==> config.mk <==
export PLATFORM = sky130hd
export DESIGN_NAME = psc_front
export DESIGN_NICKNAME = d
export VERILOG_FILES = /design/src/rtl/psc_pkg.sv /design/src/rtl/psc_front.sv
export SDC_FILE = /design/constraint.sdc
export NUM_CORES = 1
export LEC_CHECK = 0
export ABC_CLOCK_PERIOD_IN_PS = 6900
export BUFFER_PORTS_ARGS = -buffer_cell sky130_fd_sc_hd__buf_2
export CAP_MARGIN = 25
export CORE_ASPECT_RATIO = 1.1
export CORE_MARGIN = 4
export CORE_UTILIZATION = 55
export DETAILED_ROUTE_END_ITERATION = 16
export GPL_TIMING_DRIVEN = 0
export PLACE_DENSITY = 0.78
export SETUP_SLACK_MARGIN = 0.15
export SLEW_MARGIN = 10
export SYNTH_ARGS = -nofsm -noshare
export SYNTH_HDL_FRONTEND = slang
export SYNTH_SLANG_ARGS = --single-unit
==> constraint.sdc <==
create_clock -name i_clk -period 6.9 [get_ports i_clk]
set_input_delay 0.69 -clock i_clk [delete_from_list [all_inputs] [get_ports i_clk]]
set_output_delay 0.69 -clock i_clk [all_outputs]
set_load 0.03 [all_outputs]
==> src/rtl/psc_pkg.sv <==
// Shared types and constants for the parabolic sine/cosine pipeline.
// Used by psc_front, psc_lane and parabolic_sine_cosine; no dependencies.
package psc_pkg;

    localparam int ANGLE_W     = 16;
    localparam int OUT_W       = 16;
    localparam int MAG_W       = 15;
    localparam int WRAP_W      = 18;
    localparam int ANGLE_FRAC  = 13;
    localparam int OUT_FRAC    = 14;
    localparam int INT_FRAC    = 30;
    localparam int LANE_STAGES = 6;
    localparam int PIPE_STAGES = LANE_STAGES + 1;

    // Angle constants in Q3.13
    localparam logic signed [WRAP_W-1:0] PI_Q      = 18'sd25736;
    localparam logic signed [WRAP_W-1:0] HALF_PI_Q = 18'sd12868;
    localparam logic signed [WRAP_W-1:0] TWO_PI_Q  = 18'sd51472;

    // Parabola coefficients in Q30
    localparam logic [30:0] COEF_B  = 31'd1367130551;
    localparam logic [28:0] COEF_C  = 29'd435171170;
    localparam logic [27:0] COEF_K  = 28'd241591910;
    localparam logic [32:0] ONE_Q30 = 33'd1073741824;

    localparam int OUT_SHIFT = INT_FRAC - OUT_FRAC;

    typedef struct packed {
        logic             neg_s;
        logic [MAG_W-1:0] mag_s;
        logic             neg_c;
        logic [MAG_W-1:0] mag_c;
    } t_front;

endpackage

==> src/rtl/psc_front.sv <==
// Input stage: clamp the angle to [-pi, pi], form the cosine angle and
// split both into sign and magnitude. Depends on psc_pkg.
module psc_front (
    input  logic                                i_clk,
    input  logic                                i_en,
    input  logic signed [psc_pkg::ANGLE_W-1:0]  i_angle,
    output psc_pkg::t_front                     o_front
);

    logic signed [psc_pkg::WRAP_W-1:0] w_x;
    logic signed [psc_pkg::WRAP_W-1:0] w_xc;
    logic signed [psc_pkg::WRAP_W-1:0] w_xs;
    logic signed [psc_pkg::WRAP_W-1:0] w_abs_s;
    logic signed [psc_pkg::WRAP_W-1:0] w_abs_c;
    psc_pkg::t_front                   r_front;
    psc_pkg::t_front                   n_front;

    always_comb begin
        w_x = psc_pkg::WRAP_W'(i_angle);
        if (w_x > psc_pkg::PI_Q) begin
            w_x = psc_pkg::PI_Q;
        end
        if (w_x < -psc_pkg::PI_Q) begin
            w_x = -psc_pkg::PI_Q;
        end
        w_xs = w_x + psc_pkg::HALF_PI_Q;
        w_xc = (w_xs > psc_pkg::PI_Q) ? (w_xs - psc_pkg::TWO_PI_Q) : w_xs;
        w_abs_s = w_x[psc_pkg::WRAP_W-1] ? -w_x : w_x;
        w_abs_c = w_xc[psc_pkg::WRAP_W-1] ? -w_xc : w_xc;
        n_front.neg_s = w_x[psc_pkg::WRAP_W-1];
        n_front.mag_s = w_abs_s[psc_pkg::MAG_W-1:0];
        n_front.neg_c = w_xc[psc_pkg::WRAP_W-1];
        n_front.mag_c = w_abs_c[psc_pkg::MAG_W-1:0];
    end

    always_ff @(posedge i_clk) begin
        if (i_en) begin
            r_front <= n_front;
        end
    end

    assign o_front = r_front;

endmodule

==> impl_results.rst <==
.. list-table::
   :header-rows: 1

   * - Metric
     - Value
   * - Run status
     - completed
   * - Net switching fraction of the power
     - roughly two fifths
   * - Routability congestion estimate from global placement
     - 0.908
   * - Max FFs per register
     - 31
   * - Sequential power share
     - 32.4%
   * - Slowest cell on the critical path
     - o32ai_4
   * - Ratio of total power to cell area
     - 232 mW/mm²
   * - Startpoint type of the worst setup path
     - input port
   * - Number of remaining DRC errors
     - 0
   * - Highest-count cells in the layout ignoring fill and taps
     - buf_2, xnor2_1, nor2_1
   * - Dominant synthesized flop cell
     - edfxtp_1
   * - Clock transition at the registers of the reported paths
     - 0.07 ns
   * - Classification of the worst setup path
     - input port to flop
   * - Top Metal Used
     - met4
   * - Max-slew violation count
     - 0
   * - Net switching power
     - around 0.00032 W
   * - Post-synthesis instance total
     - 349
   * - Wire length of the first global-routing pass
     - 13.1 mm
   * - Hold buffer count at CTS
     - 0
   * - Clk buf depth
     - 2
   * - Final wirelength
     - approximately 8 mm
   * - Top cells by area in the synthesized netlist
     - edfxtp_1, xnor2_1, nor2_1
   * - Overflow left after global routing
     - 0
   * - Number of global-route vias before repair
     - around 2700
   * - Mean instance size in the synthesized netlist
     - 8.48 µm²
   * - Largest area contributor in the netlist
     - edfxtp_1
   * - Most frequent standard cell in the layout excluding fill and tap cells
     - buf_2
   * - Die boundary height
     - 84.9 µm
   * - Warning count from the yosys run
     - 0
   * - Total design power
     - around 0.0008 W
   * - TritonCTS clock tree
     - yes
   * - Hold Crit Class
     - input port to flop
   * - Endpoint type of the worst setup path
     - flop
   * - Starting utilization of the core area
     - 58.0%
   * - Total of buffers placed on input and output ports
     - 48
   * - Fin crit share
     - 92.2%
   * - Average wire length per cell after detail routing
     - 16.7 µm
   * - Arrival time worst endpoint
     - 6.41 ns
   * - Register bit total from synthesis
     - 31
   * - Net count after synthesis
     - roughly 370
   * - Met1 Routed Length
     - 3.47 mm
   * - Die Outline Area
     - 0.00662 mm²
   * - Number of enable-type register cells in the synthesized netlist
     - 31
   * - Fraction of post-synthesis cell area in the top cell type by area
     - between 30% and 40%
   * - Maximum net fanout on the critical path
     - 10
   * - Routed wire length on met2
     - 3.96 mm
   * - DP Cell Count
     - 469
   * - Number of setup violations in the final report
     - 0
   * - I/O pin total
     - 50
   * - Share of synthesized area occupied by flip-flops and latches
     - 31.4%
   * - Horizontal die dimension
     - 78.0 µm
   * - Area added between synthesis and finish
     - 18.0%
   * - Final-stage net count
     - 435
   * - Number of routed nets with antenna violations
     - 0
   * - Setup repair after global routing missed its margin
     - false
   * - Fraction of layout cells with a size suffix above 1
     - 23.0%
   * - Vias after detailed routing
     - approximately 2900
   * - H-tree levels
     - 2
   * - Worst-case hold slack
     - ~0.75 ns
   * - Antenna cell count
     - 0
   * - DRT iter0 DRCs
     - 207
   * - Worst stage delay on the critical path
     - 0.36 ns
   * - Sum of negative setup slack
     - 0 ns
   * - Detailed-router iteration count before antenna repair
     - 5
   * - Std-Cell Rows
     - 27
   * - Worst rel slew slack
     - 51.7%
   * - Root buffer cell
     - clkbuf_8
   * - Routed length on met3
     - between 400 and 500 µm
   * - Cell depth of the worst min-delay path
     - 3
   * - Vias per Instance
     - approximately 6.0
   * - CTS sink cnt
     - 31
   * - Final setup slack of the worst path
     - 0.535 ns
   * - Initial antenna violation count
     - 0
   * - TritonCTS buffer count
     - 5
   * - Share of synthesized registers carrying an async set or reset
     - 0%
   * - Maximum vdd ir drop
     - 0.000117 V
   * - Fin. Hold Viols
     - 0
   * - Maximum capacitance violations
     - 0
   * - Highest clock frequency the design can meet
     - around 0.16 GHz
   * - Largest net degree at the start of global routing
     - 32
   * - Part of the power in combinational logic
     - 45.6%
   * - Cell-internal power
     - ~0.00049 W
   * - Post-synthesis cell type count
     - 68
   * - Actual slew at the worst max-slew pin
     - 0.725 ns
   * - Cell Area, Synth
     - 0.00296 mm²
   * - Placeable Area
     - 0.00510 mm²
   * - Fraction of power consumed by the clock network
     - 22.0%
   * - Total routing resource utilization after global routing
     - 24.5%
   * - Post-placement worst setup slack
     - -0.278 ns
   * - Static leakage power
     - 1.33 nW
   * - Final standard cell count with taps included and fillers excluded
     - 485
   * - Post-DP HPWL
     - 6.21 mm
   * - Final critical path time including I/O delays and setup
     - 6.36 ns
   * - Required time of the critical path
     - 6.94 ns
-- power by group through the flow --
stage | clock, W | sequential [W] | combinational [W]
after floorplan | 0 | 0.000340 | 0.000194
after global placement | 0 | 0.000265 | 0.000348
after detailed placement | 0 | 0.000267 | 0.000354
after CTS | 0.000181 | 0.000263 | 0.000355
after global routing | 0.000192 | 0.000266 | 0.000400
final | 0.000178 | 0.000263 | 0.000370
-- per-layer routing --
metal  vias to the layer above  global-route usage, %
met5                         -                      0
met4                         0                   10.0
met3                        19                   2.55
met2                       112                   41.8
met1                      1361                   31.7
li1                       1418                      -
-- cell usage after synthesis (2+ instances only) --
library cell  instances
nand3_1              15
edfxtp_1             31
o21bai_1              2
a21oi_1              20
buf_1                 2
nor2_1               34
nor3_1               11
o31a_1                5
xnor2_1              37
and2_1                5
ha_1                  5
and3_1                4
clkbuf_1             12
a211o_1               2
nand4_1               5
o21ai_0              12
nand2_1              30
buf_2                 6
or4_1                 2
o31ai_1               4
a211oi_1              4
or3_1                 3
a21o_1                3
nor4_1                5
a221o_1               3
o211ai_1              4
mux2i_1               3
o21ai_1               3
inv_1                12
o311ai_0              2
nand2b_1              3
nor3_2                2
nor2b_1               7
a31oi_1              10
buf_4                 4
xor2_1                5
-- through the flow --
step	area, µm²	util (%)
after floorplan	2960	-
after global placement	3290	64.5
after detailed placement	3290	64.5
after CTS	3400	66.7
after global routing	3490	68.5
final	3490	68.5
-- cell families after synthesis --
group / share of synthesized area [%]
AND/OR/NAND/NOR: 23.5
AO/OA/AOI/OAI: 24.0
XOR/XNOR: 12.4
buffers and inverters: 5.58
flip-flops: 31.4
adder cells (fa/ha/maj): 2.11
multiplexers: 1.01
-- cell type report --
type	instances	area, µm²
multi-input cells	280	1900
fillers	438	1610
flip-flops and latches	31	931
repair buffers	56	295
plain buffers	24	118
well taps	72	90.1
clock buffers	5	68.8
inverters	14	52.6
clock inverters	3	38.8
-- worst max-delay path: cells and delay by family --
kind | cells | cell delay, ns
xor+xnor | 2 | 0.36
compound gates | 9 | 2.31
simple gates | 7 | 0.81
fa+ha+maj | 3 | 0.67
buf+inv | 9 | 1.58
-- repair_timing --
action | in CTS | in global routing
endpoints found under the setup margin | 7 | 15
resized for setup | 1 | 12
setup buffers | 0 | 6
pin swaps | 0 | 1
gates cloned | 0 | 0
-- worst paths after layout --
path,startpoint,end,slack [ns]
worst max-delay path,i_angle[8],o_front[14],0.54
worst min-delay path,i_angle[0],o_front[16],0.75
(Power assumes the default switching activity.)
