## config.mk

```make
export PLATFORM = sky130hd
export DESIGN_NAME = psc_lane
export DESIGN_NICKNAME = d
export VERILOG_FILES = /design/src/rtl/psc_pkg.sv /design/src/rtl/psc_lane.sv
export SDC_FILE = /design/constraint.sdc
export NUM_CORES = 2
export LEC_CHECK = 0
export ABC_AREA = 1
export BUFFER_PORTS_ARGS = -buffer_cell sky130_fd_sc_hd__buf_4
export CAP_MARGIN = 40
export CORE_UTILIZATION = 45
export DETAILED_ROUTE_END_ITERATION = 12
export GPL_TIMING_DRIVEN = 0
export PLACE_DENSITY = 0.67
export REMOVE_ABC_BUFFERS = 1
export SETUP_SLACK_MARGIN = 0.3
export SLEW_MARGIN = 15
export SYNTH_ARGS = -nofsm -noshare
export SYNTH_HDL_FRONTEND = slang
export SYNTH_SLANG_ARGS = --single-unit
```

## constraint.sdc

```tcl
create_clock -name i_clk -period 9.5 [get_ports i_clk]
set_input_delay 0.95 -clock i_clk [delete_from_list [all_inputs] [get_ports i_clk]]
set_output_delay 0.95 -clock i_clk [all_outputs]
set_load 0.01 [all_outputs]
```

## src/rtl/psc_pkg.sv

```systemverilog
// Shared types and constants for the parabolic sine/cosine pipeline.
// Used by psc_front, psc_lane and parabolic_sine_cosine; no dependencies.
package psc_pkg;

    localparam int ANGLE_W     = 16;
    localparam int OUT_W       = 16;
    localparam int MAG_W       = 15;
    localparam int WRAP_W      = 18;
    localparam int ANGLE_FRAC  = 13;
    localparam int OUT_FRAC    = 14;
    localparam int INT_FRAC    = 30;
    localparam int LANE_STAGES = 6;
    localparam int PIPE_STAGES = LANE_STAGES + 1;

    // Angle constants in Q3.13
    localparam logic signed [WRAP_W-1:0] PI_Q      = 18'sd25736;
    localparam logic signed [WRAP_W-1:0] HALF_PI_Q = 18'sd12868;
    localparam logic signed [WRAP_W-1:0] TWO_PI_Q  = 18'sd51472;

    // Parabola coefficients in Q30
    localparam logic [30:0] COEF_B  = 31'd1367130551;
    localparam logic [28:0] COEF_C  = 29'd435171170;
    localparam logic [27:0] COEF_K  = 28'd241591910;
    localparam logic [32:0] ONE_Q30 = 33'd1073741824;

    localparam int OUT_SHIFT = INT_FRAC - OUT_FRAC;

    typedef struct packed {
        logic             neg_s;
        logic [MAG_W-1:0] mag_s;
        logic             neg_c;
        logic [MAG_W-1:0] mag_c;
    } t_front;

endpackage

```

## src/rtl/psc_lane.sv

```systemverilog
// One parabola lane: products, difference, optional refinement, rounding
// and sign, over six register stages. Depends on psc_pkg.
module psc_lane (
    input  logic                                    i_clk,
    input  logic [psc_pkg::LANE_STAGES-1:0]         i_en,
    input  logic                                    i_refine,
    input  logic                                    i_neg,
    input  logic [psc_pkg::MAG_W-1:0]               i_mag,
    output logic signed [psc_pkg::OUT_W-1:0]        o_value
);

    logic [45:0] w_pb;
    logic [29:0] w_pa;
    logic [45:0] w_pc;
    logic [61:0] w_pm;
    logic [30:0] w_d;
    logic [58:0] w_pk;
    logic [32:0] w_diff;
    logic [32:0] w_mf;
    logic [33:0] w_rs;
    logic [17:0] w_r;
    logic [17:0] w_sr;

    logic [psc_pkg::LANE_STAGES-2:0] r_neg;
    logic [32:0] r_t1_a;
    logic [16:0] r_sq;
    logic [32:0] r_t1_b;
    logic [32:0] r_t2;
    logic [32:0] r_m_c;
    logic [32:0] r_m_d;
    logic [30:0] r_m2;
    logic [32:0] r_m_e;
    logic [28:0] r_kd;
    logic signed [psc_pkg::OUT_W-1:0] r_out;

    always_comb begin
        w_pb   = 46'(psc_pkg::COEF_B) * 46'(i_mag);
        w_pa   = 30'(i_mag) * 30'(i_mag);
        w_pc   = 46'(psc_pkg::COEF_C) * 46'(r_sq);
        w_diff = (r_t1_b > r_t2) ? (r_t1_b - r_t2) : 33'd0;
        w_pm   = 62'(r_m_c[30:0]) * 62'(r_m_c[30:0]);
        w_d    = r_m_d[30:0] - r_m2;
        w_pk   = 59'(psc_pkg::COEF_K) * 59'(w_d);
        w_mf   = i_refine ? (r_m_e - 33'(r_kd)) : r_m_e;
        w_rs   = 34'(w_mf) + (34'd1 << (psc_pkg::OUT_SHIFT - 1));
        w_r    = w_rs[psc_pkg::OUT_SHIFT +: 18];
        w_sr   = r_neg[psc_pkg::LANE_STAGES-2] ? -w_r : w_r;
    end

    always_ff @(posedge i_clk) begin
        if (i_en[0]) begin
            r_neg[0] <= i_neg;
            r_t1_a   <= 33'((w_pb + 46'd4096) >> psc_pkg::ANGLE_FRAC);
            r_sq     <= 17'((w_pa + 30'd4096) >> psc_pkg::ANGLE_FRAC);
        end
        if (i_en[1]) begin
            r_neg[1] <= r_neg[0];
            r_t1_b   <= r_t1_a;
            r_t2     <= 33'((w_pc + 46'd4096) >> psc_pkg::ANGLE_FRAC);
        end
        if (i_en[2]) begin
            r_neg[2] <= r_neg[1];
            r_m_c    <= (i_refine && w_diff > psc_pkg::ONE_Q30) ? psc_pkg::ONE_Q30 : w_diff;
        end
        if (i_en[3]) begin
            r_neg[3] <= r_neg[2];
            r_m_d    <= r_m_c;
            r_m2     <= 31'((w_pm + (62'd1 << 29)) >> psc_pkg::INT_FRAC);
        end
        if (i_en[4]) begin
            r_neg[4] <= r_neg[3];
            r_m_e    <= r_m_d;
            r_kd     <= 29'((w_pk + (59'd1 << 29)) >> psc_pkg::INT_FRAC);
        end
        if (i_en[5]) begin
            r_out    <= w_sr[psc_pkg::OUT_W-1:0];
        end
    end

    assign o_value = r_out;

endmodule
```

==> results_dict.tcl <==
set metrics [dict create \
    track_usage 0.246 \
    worst-setup-path-type "register to register" \
    cts_sink_cnt 293 \
    row_count 156 \
    timing.max_slew.rel_slack 0.344 \
    tightestPinTransition_ps 984 \
    synth.yosys.warnings 0 \
    hold_buffers 0 \
    routed_wirelength_um 224000 \
    vias_per_cell 5.10 \
    root_buffer "sky130_fd_sc_hd__clkbuf_16" \
    insertion_delay_ps 620 \
    tritoncts "done" \
    fmax_mhz 111 \
    io-pin-count 40 \
    layout-area-overhead-vs-synth_pct 9.22 \
    drc_errors 0 \
    placement.io_buffers 39 \
    run_status "completed" \
    synth_area_mm2 0.0825 \
    critPathLaunchType "register" \
    cp_max_fo 5 \
    rrSetupSlack_ps 510 \
    grt_overflow_total 0 \
    drt-initial-drc-count 3598 \
    antenna_violations_before_repair 3 \
    hold_path.startpoint "r_t1_a[14]" \
    setup_total_negative_slack_ps 0 \
    finClkSkew_ps 63.0 \
    drt_first_pass_iters 6 \
    antenna_cells 0 \
    yosys.cell_types.count 60 \
    synth-seq-area-share 0.107 \
    r2r-end "r_kd[16]" \
    min_period_ps 8990 \
    wire_length_of_the_first_global_routing_pass_um 357000 \
    per_cell_routed_wire_length_um 18.5 \
    timing.final.crit_share 0.946 \
    grt_max_degree 68 \
    chipHeight_um 430 \
    setup_repair_after_global_routing_missed_its_margin "yes" \
    die_width_um 430 \
    timing.max_cap.violations 0 \
    grt_pass1_vias 66240 \
    synthFlopType "sky130_fd_sc_hd__edfxtp_1" \
    synth_seq_cells 293 \
    initial_cell_density_of_the_core 0.455 \
    hold_path_class "register to register" \
    htree_num_levels 2 \
    synth_enable_flop_cells 293 \
    post_synthesis_average_cell_area_um2 8.59 \
    cts_made_buffers 36 \
    final_hold_viol_count 0 \
    netlist_instances 9601 \
    place_hpwl_um 194000 \
    hold_path_end "r_t1_b[14]" \
    critical_path.endpoint_type "register" \
    finish.net_count 12373 \
    die_area_mm2 0.185 \
    gp_routability_congestion 0.940 \
    ctsLongestPathBuffers 3 \
    stage_delay_of_the_slowest_cell_on_the_critical_path_ps 590 \
    setup-violations-final 0 \
    clk_pin_slew_worst_paths_ps 60 \
    rr_worst_depth 41 \
    timing_max_transition_violations_final 0 \
    core-area_mm2 0.181 \
    crit_path_top_delay_cell "sky130_fd_sc_hd__fa_2" \
    cp_common_cell "sky130_fd_sc_hd__inv_1" \
    synth_async_sr_flop_share 0 \
    timing.hold.worst_path_depth 0 \
    layout-drive-gt1-share 0.0701 \
    required_ps 9830 \
    crit_arrival_ps 9320 \
    postRouteAntennaNets 0 \
    critical_path.reg2reg.startpoint "r_m_d[0]" \
    num_vias 61770 \
]
per-stage QoR:
stage,instances,setup WS (ps),hold WS [ps],instance area [um^2],util
CTS,12060,283,411,88700,0.489
global route,12108,183,418,90100,0.497
detailed placement,11952,-858,405,86400,0.476
floorplan,9473,858,400,82000,-
global placement,11882,-971,402,85200,0.470
finish,12108,514,410,90100,0.497
synthesized netlist by cell type, types with 5 or more instances:
master                      instances  share of area
sky130_fd_sc_hd__buf_1              7        0.00032
sky130_fd_sc_hd__nor4_1             8        0.00061
sky130_fd_sc_hd__a21boi_0          11         0.0010
sky130_fd_sc_hd__nand2_2           19         0.0014
sky130_fd_sc_hd__a21o_1            55         0.0050
sky130_fd_sc_hd__nor2_1           497          0.023
sky130_fd_sc_hd__or2_2             26         0.0020
sky130_fd_sc_hd__xor2_1           210          0.022
sky130_fd_sc_hd__o21a_1            25         0.0023
sky130_fd_sc_hd__o2111ai_1          5        0.00053
sky130_fd_sc_hd__ha_1            1119           0.17
sky130_fd_sc_hd__a21oi_1          341          0.021
sky130_fd_sc_hd__o21bai_1          37         0.0034
sky130_fd_sc_hd__a31oi_1           63         0.0048
sky130_fd_sc_hd__clkbuf_1         112         0.0051
sky130_fd_sc_hd__and3_1            11        0.00083
sky130_fd_sc_hd__o221ai_1           8        0.00085
sky130_fd_sc_hd__xnor2_1           86         0.0091
sky130_fd_sc_hd__nor3_1            45         0.0027
sky130_fd_sc_hd__edfxtp_1         293           0.11
sky130_fd_sc_hd__nand3_1          199          0.012
sky130_fd_sc_hd__nand3b_1          15         0.0014
sky130_fd_sc_hd__a221oi_1           7        0.00074
sky130_fd_sc_hd__fa_1            1519           0.37
sky130_fd_sc_hd__o21ai_1           22         0.0013
sky130_fd_sc_hd__nand2_1         1617          0.074
sky130_fd_sc_hd__xor2_2             9         0.0018
sky130_fd_sc_hd__nor3_2            12         0.0015
sky130_fd_sc_hd__o21ai_0          168          0.010
sky130_fd_sc_hd__nor2_2            25         0.0019
sky130_fd_sc_hd__nand4_1           60         0.0046
sky130_fd_sc_hd__inv_1           2823           0.13
sky130_fd_sc_hd__and2_1             5        0.00038
sky130_fd_sc_hd__o211ai_1          17         0.0015
sky130_fd_sc_hd__o31ai_1            6        0.00055
sky130_fd_sc_hd__inv_2             55         0.0025
sky130_fd_sc_hd__or2_1             12        0.00091
sky130_fd_sc_hd__nor2_4             5        0.00068
sky130_fd_sc_hd__o21ai_2            7        0.00074
sky130_fd_sc_hd__a211oi_1           5        0.00046
layer usage:
layer / vias up / wire [um] / global-route usage
met2: 1830 / 106000 / 0.416
met3: 379 / 13500 / 0.0332
met5: - / 19 / 0
met4: 2 / 7540 / 0.0712
li1: 28993 / - / -
met1: 30566 / 96900 / 0.329
layout by cell type (no fill, tap or decap), types with 12 or more instances in the layout:
cell type and instances:
sky130_fd_sc_hd__a21o_1 55, sky130_fd_sc_hd__a21oi_1 325, sky130_fd_sc_hd__a21oi_2 16, sky130_fd_sc_hd__a31oi_1 57
sky130_fd_sc_hd__buf_16 15, sky130_fd_sc_hd__buf_4 133, sky130_fd_sc_hd__buf_8 43, sky130_fd_sc_hd__clkbuf_16 37
sky130_fd_sc_hd__edfxtp_1 293, sky130_fd_sc_hd__fa_1 1508, sky130_fd_sc_hd__ha_1 1069, sky130_fd_sc_hd__ha_4 39
sky130_fd_sc_hd__inv_1 2795, sky130_fd_sc_hd__inv_2 73, sky130_fd_sc_hd__nand2_1 1576, sky130_fd_sc_hd__nand2_2 42
sky130_fd_sc_hd__nand2_4 18, sky130_fd_sc_hd__nand3_1 187, sky130_fd_sc_hd__nand3b_1 15, sky130_fd_sc_hd__nand4_1 60
sky130_fd_sc_hd__nor2_1 464, sky130_fd_sc_hd__nor2_2 41, sky130_fd_sc_hd__nor2_4 22, sky130_fd_sc_hd__nor3_1 41
sky130_fd_sc_hd__nor3_2 14, sky130_fd_sc_hd__o211ai_1 17, sky130_fd_sc_hd__o21a_1 25, sky130_fd_sc_hd__o21ai_0 158
sky130_fd_sc_hd__o21ai_1 22, sky130_fd_sc_hd__o21ai_2 15, sky130_fd_sc_hd__o21bai_1 35, sky130_fd_sc_hd__or2_1 12
sky130_fd_sc_hd__or2_2 25, sky130_fd_sc_hd__xnor2_1 77, sky130_fd_sc_hd__xor2_1 191, sky130_fd_sc_hd__xor2_2 14
sky130_fd_sc_hd__xor2_4 14
worst max-delay path by stage:
stage / slack, ps / cells after the start / to / start
detailed placement: -860 / 41 / r_kd[27] / r_m_d[0]
CTS: 280 / 54 / r_kd[26] / r_m_d[0]
floorplan: 860 / 53 / r_kd[19] / r_m_d[0]
global route: 180 / 54 / r_kd[16] / r_m2[0]
finish: 510 / 41 / r_kd[16] / r_m_d[0]
global placement: -970 / 49 / r_kd[27] / r_m2[0]
cell families (layout without fill, tap and decap cells):
logic type	count (synthesis)	in the layout	synth area share
buf+inv	3008	3145	0.137
other cells	1	1	0.0000455
flops	293	293	0.107
fa+ha+maj	2638	2638	0.538
compound gates	791	791	0.0557
simple gates	2565	2565	0.129
xor+xnor	305	305	0.0332
state kept, by name (all words and copies together) (netlist names):
register	count
r_m_c	32
r_sq	17
r_neg	5
r_t1_a	33
o_value	16
r_kd	29
r_m2	31
r_m_d	32
r_t2	33
r_m_e	32
r_t1_b	33
cell type report:
| class | count | area [um^2] |
|---|---|---|
| fillers | 16765 | 91300 |
| multi-input cells | 6300 | 64000 |
| inverters | 2880 | 10800 |
| flip-flops and latches | 293 | 8800 |
| well taps | 2370 | 2970 |
| repair buffers | 200 | 2180 |
| clock buffers | 39 | 933 |
| clock inverters | 26 | 335 |
worst max-delay path: cells and delay by family (launching register included):
| family | cells | cell delay, ps |
|---|---|---|
| AO/OA/AOI/OAI | 2 | 600 |
| XOR/XNOR | 5 | 1090 |
| adder cells (fa/ha/maj) | 9 | 3690 |
| buffers and inverters | 11 | 1040 |
| flip-flops | 1 | 380 |
| AND/OR/NAND/NOR | 14 | 1930 |
what timing repair did:
action,CTS,global route
gates resized for setup,132,233
pin swaps,31,106
endpoints found under the hold margin,0,0
buffers inserted,43,47
endpoints found under the setup margin,29,28
Power is not shown: default switching activity piles up to over one toggle a cycle in this logic, so the estimate is an artifact.
